$ cat src/hw/rtl/mcms_pkg.sv
// ----------------------------------------------------------------------------
// mcms_pkg
// types and constants shared by the common-mode subtraction block
// ----------------------------------------------------------------------------
package mcms_pkg;

  localparam int unsigned MaxGroup  = 64;
  localparam int unsigned CfgIdxW   = 2;
  localparam int unsigned CfgDataW  = 16;
  localparam logic [5:0]  StuckOnes = 6'h3F;
  localparam logic [5:0]  StuckZero = 6'h00;
  localparam logic [11:0] AdcMin    = 12'd10;
  localparam logic [15:0] PedMin    = 16'd160;

  typedef enum logic [CfgIdxW-1:0] {
    CfgSkipStuck  = 2'd0,
    CfgSkipTicks  = 2'd1,
    CfgTickLow    = 2'd2,
    CfgTickHigh   = 2'd3
  } cfg_idx_e;

  typedef struct packed {
    logic [11:0] adc_sample;
    logic [15:0] pedestal_q4;
    logic [15:0] tick_index;
    logic        group_last;
  } in_item_t;

  typedef struct packed {
    logic signed [13:0] corrected_sample;
    logic               out_last;
  } out_item_t;

  // front to back: one classified item
  typedef struct packed {
    logic [11:0]        adc;
    logic signed [16:0] delta;
    logic               counted;
    logic               stuck;
    logic [15:0]        tick;
    logic               last;
  } cls_item_t;

  function automatic logic is_stuck(input logic [11:0] adc);
    return (adc[5:0] == StuckZero) || (adc[5:0] == StuckOnes);
  endfunction

endpackage

$ cat src/hw/rtl/mcms_front.sv
// ----------------------------------------------------------------------------
// mcms_front
// classifies incoming items and hands them on through a short queue
// ----------------------------------------------------------------------------
module mcms_front
  import mcms_pkg::*;
(
  input  logic      clk_i,
  input  logic      rst_ni,
  input  logic      push_i,
  input  in_item_t  in_item_i,
  output logic      full_o,
  input  logic      skip_stuck_i,
  output logic      cls_valid_o,
  output cls_item_t cls_item_o,
  input  logic      cls_take_i
);

  localparam int unsigned Depth = 4;

  cls_item_t   fifo_q [Depth];
  logic [1:0]  wr_q, wr_d, rd_q, rd_d;
  logic [2:0]  cnt_q, cnt_d;
  cls_item_t   cls;
  logic        acc, take;

  assign full_o      = (cnt_q == 3'(Depth));
  assign acc         = push_i && !full_o;
  assign cls_valid_o = (cnt_q != 3'd0);
  assign take        = cls_take_i && cls_valid_o;
  assign cls_item_o  = fifo_q[rd_q];

  always_comb begin
    cls.adc     = in_item_i.adc_sample;
    cls.delta   = $signed({1'b0, in_item_i.adc_sample, 4'b0}) -
                  $signed({1'b0, in_item_i.pedestal_q4});
    cls.stuck   = skip_stuck_i && is_stuck(in_item_i.adc_sample);
    cls.counted = !cls.stuck && (in_item_i.adc_sample >= AdcMin) &&
                  (in_item_i.pedestal_q4 >= PedMin);
    cls.tick    = in_item_i.tick_index;
    cls.last    = in_item_i.group_last;
  end

  // group starts are tracked by the back from its fill count
  always_comb begin
    wr_d = wr_q; rd_d = rd_q; cnt_d = cnt_q;
    if (acc) wr_d = wr_q + 2'd1;
    if (take) rd_d = rd_q + 2'd1;
    cnt_d = cnt_q + 3'(acc) - 3'(take);
  end

  always_ff @(posedge clk_i or negedge rst_ni) begin
    if (!rst_ni) begin
      wr_q <= '0; rd_q <= '0; cnt_q <= '0;
    end else begin
      wr_q <= wr_d; rd_q <= rd_d; cnt_q <= cnt_d;
    end
  end

  always_ff @(posedge clk_i) begin
    if (acc) fifo_q[wr_q] <= cls;
  end

endmodule

$ cat src/hw/rtl/mcms_back.sv
// ----------------------------------------------------------------------------
// mcms_back
// stores a group, finds its median by rank counting and emits the results
// ----------------------------------------------------------------------------
module mcms_back
  import mcms_pkg::*;
#(
  parameter int unsigned MAX_GROUP = MaxGroup
) (
  input  logic        clk_i,
  input  logic        rst_ni,
  input  logic        cls_valid_i,
  input  cls_item_t   cls_item_i,
  output logic        cls_take_o,
  input  logic        skip_stuck_i,
  input  logic        skip_ticks_i,
  input  logic [15:0] tick_low_i,
  input  logic [15:0] tick_high_i,
  output logic        empty_o,
  output out_item_t   out_item_o,
  input  logic        pop_i
);

  localparam int unsigned IdxW = $clog2(MAX_GROUP);
  localparam int unsigned CntW = $clog2(MAX_GROUP + 1);

  typedef enum logic [5:0] {
    StLoad   = 6'b000001,
    StCount  = 6'b000010,
    StRank   = 6'b000100,
    StRankJ  = 6'b001000,
    StEmit   = 6'b010000,
    StWait   = 6'b100000
  } state_e;

  state_e             st_q, st_d;
  logic [11:0]        samp_mem [MAX_GROUP];
  logic signed [16:0] delt_mem [MAX_GROUP];
  logic [MAX_GROUP-1:0] valid_q, valid_d;
  logic [CntW-1:0]    n_q, n_d, nv_q, nv_d;
  logic [CntW-1:0]    i_q, i_d, j_q, j_d, rank_q, rank_d;
  logic [15:0]        tick_q, tick_d;
  logic signed [18:0] corr_q, corr_d;
  logic [1:0]         hits_q, hits_d;
  logic signed [16:0] di_q, dj_q;
  logic [11:0]        sa_q;
  logic               rd_ok_q;
  logic               obuf_v_q, obuf_v_d;
  out_item_t          obuf_q, obuf_d;
  logic               wr_en, close, grp_first;
  logic [IdxW-1:0]    wr_idx, rd_idx;
  logic [CntW-1:0]    lo_r, hi_r;
  logic               window;
  logic signed [19:0] diff;
  logic signed [19:0] quo;

  assign empty_o    = !obuf_v_q;
  assign out_item_o = obuf_q;
  assign cls_take_o = (st_q == StLoad) && cls_valid_i;
  assign wr_en      = cls_take_o;
  assign grp_first  = (n_q == '0);
  assign wr_idx     = IdxW'(n_q);
  assign close      = cls_item_i.last || (n_q == CntW'(MAX_GROUP - 1)) ;

  // middle ranks: odd count uses one rank twice
  assign hi_r   = nv_q >> 1;
  assign lo_r   = nv_q[0] ? hi_r : hi_r - CntW'(1);
  assign window = skip_ticks_i && (tick_q > tick_low_i) && (tick_q < tick_high_i);
  assign diff   = $signed({3'b0, sa_q, 5'b0}) - 20'(corr_q);
  assign quo    = (diff < 0) ? -((-diff) >>> 5) : (diff >>> 5);

  always_comb begin
    rd_idx = IdxW'(i_q);
    if (st_q == StRankJ) rd_idx = IdxW'(j_q);
  end

  always_ff @(posedge clk_i) begin
    if (wr_en) begin
      samp_mem[wr_idx] <= cls_item_i.adc;
      delt_mem[wr_idx] <= cls_item_i.delta;
    end
    di_q <= delt_mem[IdxW'(i_q)];
    dj_q <= delt_mem[rd_idx];
    sa_q <= samp_mem[IdxW'(i_q)];
  end

  always_comb begin
    st_d = st_q; valid_d = valid_q; n_d = n_q; nv_d = nv_q;
    i_d = i_q; j_d = j_q; rank_d = rank_q; tick_d = tick_q;
    corr_d = corr_q; hits_d = hits_q;
    obuf_v_d = obuf_v_q && !pop_i; obuf_d = obuf_q;
    unique case (st_q)
      StLoad: if (cls_valid_i) begin
        if (grp_first) begin
          tick_d = cls_item_i.tick;
          valid_d = '0;
        end
        valid_d[wr_idx] = cls_item_i.counted;
        n_d = CntW'(wr_idx) + CntW'(1);
        if (close) begin
          st_d = StCount; i_d = '0; nv_d = '0;
        end
      end
      StCount: begin
        nv_d = nv_q + CntW'(valid_q[IdxW'(i_q)]);
        i_d = i_q + CntW'(1);
        if (i_d == n_q) begin
          st_d = StRank; i_d = '0; corr_d = '0; hits_d = '0;
        end
      end
      StRank: begin
        if (nv_q < CntW'(2) || i_q == n_q || hits_q == 2'd2) begin
          if (nv_q < CntW'(2)) corr_d = '0;
          st_d = StEmit; i_d = '0;
        end else if (!valid_q[IdxW'(i_q)]) begin
          i_d = i_q + CntW'(1);
        end else begin
          st_d = StRankJ; j_d = '0; rank_d = '0;
        end
      end
      StRankJ: begin
        // dj_q is registered, so it holds the entry for j_q - 1: j_q indexes the read just issued
        if (j_q != '0 && valid_q[IdxW'(j_q - CntW'(1))] &&
            (dj_q < di_q || (dj_q == di_q && (j_q - CntW'(1)) < i_q)))
          rank_d = rank_q + CntW'(1);
        j_d = j_q + CntW'(1);
        if (j_q == n_q) begin
          if (rank_d == lo_r) begin
            corr_d = corr_d + 19'(di_q); hits_d = hits_d + 2'd1;
          end
          if (rank_d == hi_r) begin
            corr_d = corr_d + 19'(di_q); hits_d = hits_d + 2'd1;
          end
          i_d = i_q + CntW'(1);
          st_d = StRank;
        end
      end
      StEmit: if (!obuf_v_d && rd_ok_q) begin
        obuf_v_d = 1'b1;
        obuf_d.corrected_sample = ((skip_stuck_i && is_stuck(sa_q)) || window)
                                  ? $signed({2'b0, sa_q}) : 14'(quo);
        obuf_d.out_last = (i_q + CntW'(1) == n_q);
        i_d = i_q + CntW'(1);
        if (obuf_d.out_last) begin
          st_d = StLoad;
          n_d = '0;
        end else begin
          st_d = StWait;
        end
      end
      StWait: st_d = StEmit;
      default: st_d = StLoad;
    endcase
  end

  always_ff @(posedge clk_i or negedge rst_ni) begin
    if (!rst_ni) begin
      st_q <= StLoad; valid_q <= '0; n_q <= '0; nv_q <= '0; i_q <= '0;
      j_q <= '0; rank_q <= '0; tick_q <= '0; corr_q <= '0; hits_q <= '0;
      obuf_v_q <= 1'b0; rd_ok_q <= 1'b0;
    end else begin
      st_q <= st_d; valid_q <= valid_d; n_q <= n_d; nv_q <= nv_d; i_q <= i_d;
      j_q <= j_d; rank_q <= rank_d; tick_q <= tick_d; corr_q <= corr_d;
      hits_q <= hits_d; obuf_v_q <= obuf_v_d;
      // sample read for index i is registered and valid in the cycle after i settles
      rd_ok_q <= (st_q == StEmit || st_q == StWait) && (i_d == i_q);
    end
  end

  always_ff @(posedge clk_i) begin
    obuf_q <= obuf_d;
  end

endmodule

$ cat src/hw/rtl/median_common_mode_subtract.sv
// ----------------------------------------------------------------------------
// median_common_mode_subtract
// median common-mode subtraction over one channel group per tick
// ----------------------------------------------------------------------------
// channel  direction  handshake           payload
// input    in         push_i / full_o     in_item_i  (in_item_t)
// result   out        empty_o / pop_i     out_item_o (out_item_t)
// config   in         cfg_we_i            cfg_idx_i, cfg_data_i
//
// loading takes an item whenever one is queued; after the last item of a
// group the back counts valid entries, ranks counted entries against all
// stored ones until both middle ranks are found, then emits the corrected
// items one at a time through a one-entry output buffer, alternating emit and
// wait states. reset clears all control state; stores need no clearing. the
// four-entry queue takes up to four items while the back is busy.
module median_common_mode_subtract
  import mcms_pkg::*;
#(
  parameter int unsigned MAX_GROUP = MaxGroup
) (
  input  logic                clk_i,
  input  logic                rst_ni,
  input  logic                push_i,
  input  in_item_t            in_item_i,
  output logic                full_o,
  output logic                empty_o,
  output out_item_t           out_item_o,
  input  logic                pop_i,
  input  logic                cfg_we_i,
  input  logic [CfgIdxW-1:0]  cfg_idx_i,
  input  logic [CfgDataW-1:0] cfg_data_i
);

  logic        skip_stuck_q, skip_ticks_q;
  logic [15:0] tick_low_q, tick_high_q;
  logic        cls_valid, cls_take;
  cls_item_t   cls_item;

  // configuration registers
  always_ff @(posedge clk_i or negedge rst_ni) begin
    if (!rst_ni) begin
      skip_stuck_q <= 1'b1; skip_ticks_q <= 1'b0;
      tick_low_q <= '0; tick_high_q <= '0;
    end else if (cfg_we_i) begin
      unique case (cfg_idx_e'(cfg_idx_i))
        CfgSkipStuck: skip_stuck_q <= cfg_data_i[0];
        CfgSkipTicks: skip_ticks_q <= cfg_data_i[0];
        CfgTickLow:   tick_low_q   <= cfg_data_i;
        CfgTickHigh:  tick_high_q  <= cfg_data_i;
        default: ;
      endcase
    end
  end

  mcms_front u_front (
    .clk_i, .rst_ni, .push_i, .in_item_i, .full_o,
    .skip_stuck_i (skip_stuck_q),
    .cls_valid_o  (cls_valid),
    .cls_item_o   (cls_item),
    .cls_take_i   (cls_take)
  );

  mcms_back #(.MAX_GROUP(MAX_GROUP)) u_back (
    .clk_i, .rst_ni,
    .cls_valid_i  (cls_valid),
    .cls_item_i   (cls_item),
    .cls_take_o   (cls_take),
    .skip_stuck_i (skip_stuck_q),
    .skip_ticks_i (skip_ticks_q),
    .tick_low_i   (tick_low_q),
    .tick_high_i  (tick_high_q),
    .empty_o, .out_item_o, .pop_i
  );

endmodule

$ cat config.mk
export PLATFORM = sky130hd
export DESIGN_NAME = median_common_mode_subtract
export DESIGN_NICKNAME = d
export VERILOG_FILES = /design/src/hw/rtl/mcms_pkg.sv /design/src/hw/rtl/mcms_front.sv /design/src/hw/rtl/mcms_back.sv /design/src/hw/rtl/median_common_mode_subtract.sv
export SDC_FILE = /design/constraint.sdc
export NUM_CORES = 2
export LEC_CHECK = 0
export BUFFER_PORTS_ARGS = -buffer_cell sky130_fd_sc_hd__buf_2
export CELL_PAD_IN_SITES_DETAIL_PLACEMENT = 2
export CELL_PAD_IN_SITES_GLOBAL_PLACEMENT = 2
export CORE_MARGIN = 8
export CORE_UTILIZATION = 38
export CTS_CLUSTER_DIAMETER = 80
export DETAILED_ROUTE_END_ITERATION = 12
export PLACE_DENSITY_LB_ADDON = 0.1
export SLEW_MARGIN = 5
export SYNTH_ARGS = -nofsm -noshare
export SYNTH_HDL_FRONTEND = slang
export SYNTH_HIERARCHICAL = 1
export SYNTH_SLANG_ARGS = --single-unit
$ cat constraint.sdc
create_clock -name clk_i -period 20.3 [get_ports clk_i]
set_clock_uncertainty 0.05 [all_clocks]
set_input_delay 6.09 -clock clk_i [delete_from_list [all_inputs] [get_ports clk_i]]
set_output_delay 6.09 -clock clk_i [all_outputs]
set_load 0.005 [all_outputs]
==> flow_summary.toml <==
[cells_and_area]
areaGrowthSynthToFinish_pct = 13.5
layout-drive-gt1-share = 0.213
nets = 6721
fill_cells = 25646

[critical_path]
worstSetupPathType = "flop to flop"
crit_end = "u_back/corr_q[17]"
path_max_fanout = 30
reg2reg_from = "u_back/j_q[0]"
r2r_cells = 31
endpoint_kind = "flop"
max_stage_delay_ns = 1.07
arrival_ns = 10.91
critPathLaunch = "u_back/j_q[0]"
ff2ff_setup_slack_ns = 10.09
r2r-end = "u_back/corr_q[17]"
crit_cells = 31
start_kind = "flop"
slowest_stage = "a2111oi_0"
critPathTopFamily = "compound AO/OA/AOI/OAI gates"
cpMostUsedCell = "a21o_1"
crit_buf_inv = 4
required_ns = 21.00

[global_routing]
grt_pass1_wl_mm = 539
antenna_found_initial = 26
grt_start_max_net_pins = 106
track_usage = 0.255
gr-total-overflow = 0
grt_pass1_vias = 69072

[power]
seq_power_share = 0.399
sw_frac_of_total = 0.341
p_switching_mw = 5.61
leakage_nw = 39.8
combPwrFrac = 0.313
internal_power_mw = 10.8
pwr_density_cell_nw_per_um2 = 139
ir_worst_vdd_uv = 105
pwr-share-clk = 0.288

[job]
cap_viol_max_count = 0

[detailed_routing]
wl_per_cell_um = 37.0
drt_first_pass_iters = 5
drc_errors = 0
vias = 64495
vias_per_cell = 6.24
totalWireLength_mm = 382
final_antenna_net_count = 0
drtIter0Drc = 6286

[cts]
cts_tree = "yes"
cts.sinks = 2290
cts_max_path_buffers = 4
clkLatencyLatePin_ns = 0.89
htreeDepth = 5
path_clk_slew_ns = 0.06
postCtsResizedCells = 0
root_buffer = "clkbuf_16"
cts_setup_buffers = 0
hold_buffers = 0
numCtsBuffers = 271

[place]
dp_slack_ns = 10.21
finalWeightedCongestion = 0.807
port_buffers = 84
hpwlAfterDp_mm = 229

[sta]
hold_viol = 0
max_freq_ghz = 0.0979
layout_setup_ws_ns = 10.09
rsz0062_at_grt = "false"
maxSlewHeadroom = 0.0424
setup-tns-final_ns = 0
post-route-min-period_ns = 10.21
fin_crit_sh = 0.503
tightest_slew_ns = 1.43
setup_viol = 0
drv_slew = 0

[floorplanning]
die_w_um = 539
initial_core_util = 0.381
die_h_um = 539
boundaryPins = 85
num_rows = 192
core_area_um2 = 273000
die_area_um2 = 291000

[synth]
synth_area_um2 = 104000
synth_cells = 6374
yosys_warnings = 6
synth_nets = 6582
syn_area_per_cell_um2 = 16.3

[status]
status = "completed"

[worst_hold_path]
hp-class = "flop to flop"
## through the flow
step / cell area (um2) / std cells / util / hold slack, ns / power (mW)
after floorplan: 104000 / 6374 / - / 0.425 / 9.81
after global placement: 110000 / 9829 / 0.401 / 0.441 / 11.6
after detailed placement: 110000 / 9829 / 0.401 / 0.447 / 11.8
after CTS: 118000 / 10306 / 0.432 / 0.460 / 16.6
after global routing: 118000 / 10328 / 0.432 / 0.483 / 17.1
final: 118000 / 10331 / 0.432 / 0.456 / 16.5
## registers in the layout, indices dropped and copies added, names as in the netlist, 17 cells and up
name	count
u_front/fifo_q	188
u_back/dj_q	17
u_back/valid_q	64
u_back/corr_q	19
u_back/samp_mem	768
u_back/delt_mem	1088
u_back/di_q	17
## worst min-delay path by stage
stage / from / endpoint / slack [ns] / depth (start not counted)
2_1_floorplan: u_back/corr_q[11] / u_back/corr_q[11] / 0.42 / 2
5_1_grt: tick_low_q[8] / tick_low_q[8] / 0.48 / 1
3_5_place_dp: tick_low_q[8] / tick_low_q[8] / 0.45 / 1
4_1_cts: tick_low_q[8] / tick_low_q[8] / 0.46 / 1
6_report: tick_low_q[8] / tick_low_q[8] / 0.46 / 1
3_3_place_gp: tick_low_q[7] / tick_low_q[7] / 0.44 / 1
## power groups by stage
stage / registers (mW) / logic, mW / clock network [mW]
2_1_floorplan: 6.47 / 3.33 / 0
3_3_place_gp: 6.63 / 5.01 / 0
3_5_place_dp: 6.66 / 5.16 / 0
4_1_cts: 6.56 / 5.18 / 4.85
5_1_grt: 6.60 / 5.48 / 5.00
6_report: 6.56 / 5.15 / 4.74
## area by class of cell
class,count,area [um2],share of cell area
flip-flops and latches,2290,67400,0.571
multi-input cells,3541,35100,0.297
clock buffers,354,7310,0.0620
well taps,3589,4490,0.0381
repair buffers,275,2040,0.0173
clock inverters,123,1090,0.00924
inverters,134,515,0.00437
diodes,25,62.6,0.000530
## per-layer routing
layer | vias up | routed length (um) | track usage
met5 | - | 104 | 0
met4 | 14 | 13300 | 0.0858
met3 | 556 | 21000 | 0.0364
met2 | 2084 | 185000 | 0.427
met1 | 35541 | 163000 | 0.344
li1 | 26300 | - | -
## layout by cell type (no fill, tap or decap), types with 16 or more instances in the layout
| cell | n |
|---|---|
| edfxtp_1 | 2059 |
| mux4_2 | 587 |
| mux2i_1 | 491 |
| nand2_1 | 372 |
| clkbuf_16 | 280 |
| a21oi_1 | 242 |
| o221ai_1 | 235 |
| buf_4 | 177 |
| dfrtp_1 | 176 |
| nor3_1 | 173 |
| o21ai_0 | 146 |
| ha_1 | 137 |
| inv_1 | 129 |
| o22ai_1 | 122 |
| nor2_1 | 110 |
| a211oi_1 | 93 |
| xnor2_1 | 86 |
| buf_2 | 83 |
| and2_1 | 79 |
| clkbuf_1 | 71 |
| nor2_4 | 59 |
| nand3_1 | 48 |
| mux2_2 | 47 |
| dfxtp_1 | 46 |
| clkinv_1 | 45 |
| xor2_1 | 44 |
| a21o_1 | 43 |
| clkinv_2 | 41 |
| a31oi_1 | 41 |
| a311oi_1 | 36 |
| mux2_4 | 27 |
| diode_2 | 25 |
| nand4_1 | 25 |
| and3_1 | 20 |
| nand2b_1 | 18 |
| a22o_1 | 18 |
| bufinv_16 | 16 |
| nor2b_1 | 16 |
Note: power is estimated with default switching activity, not from simulation.
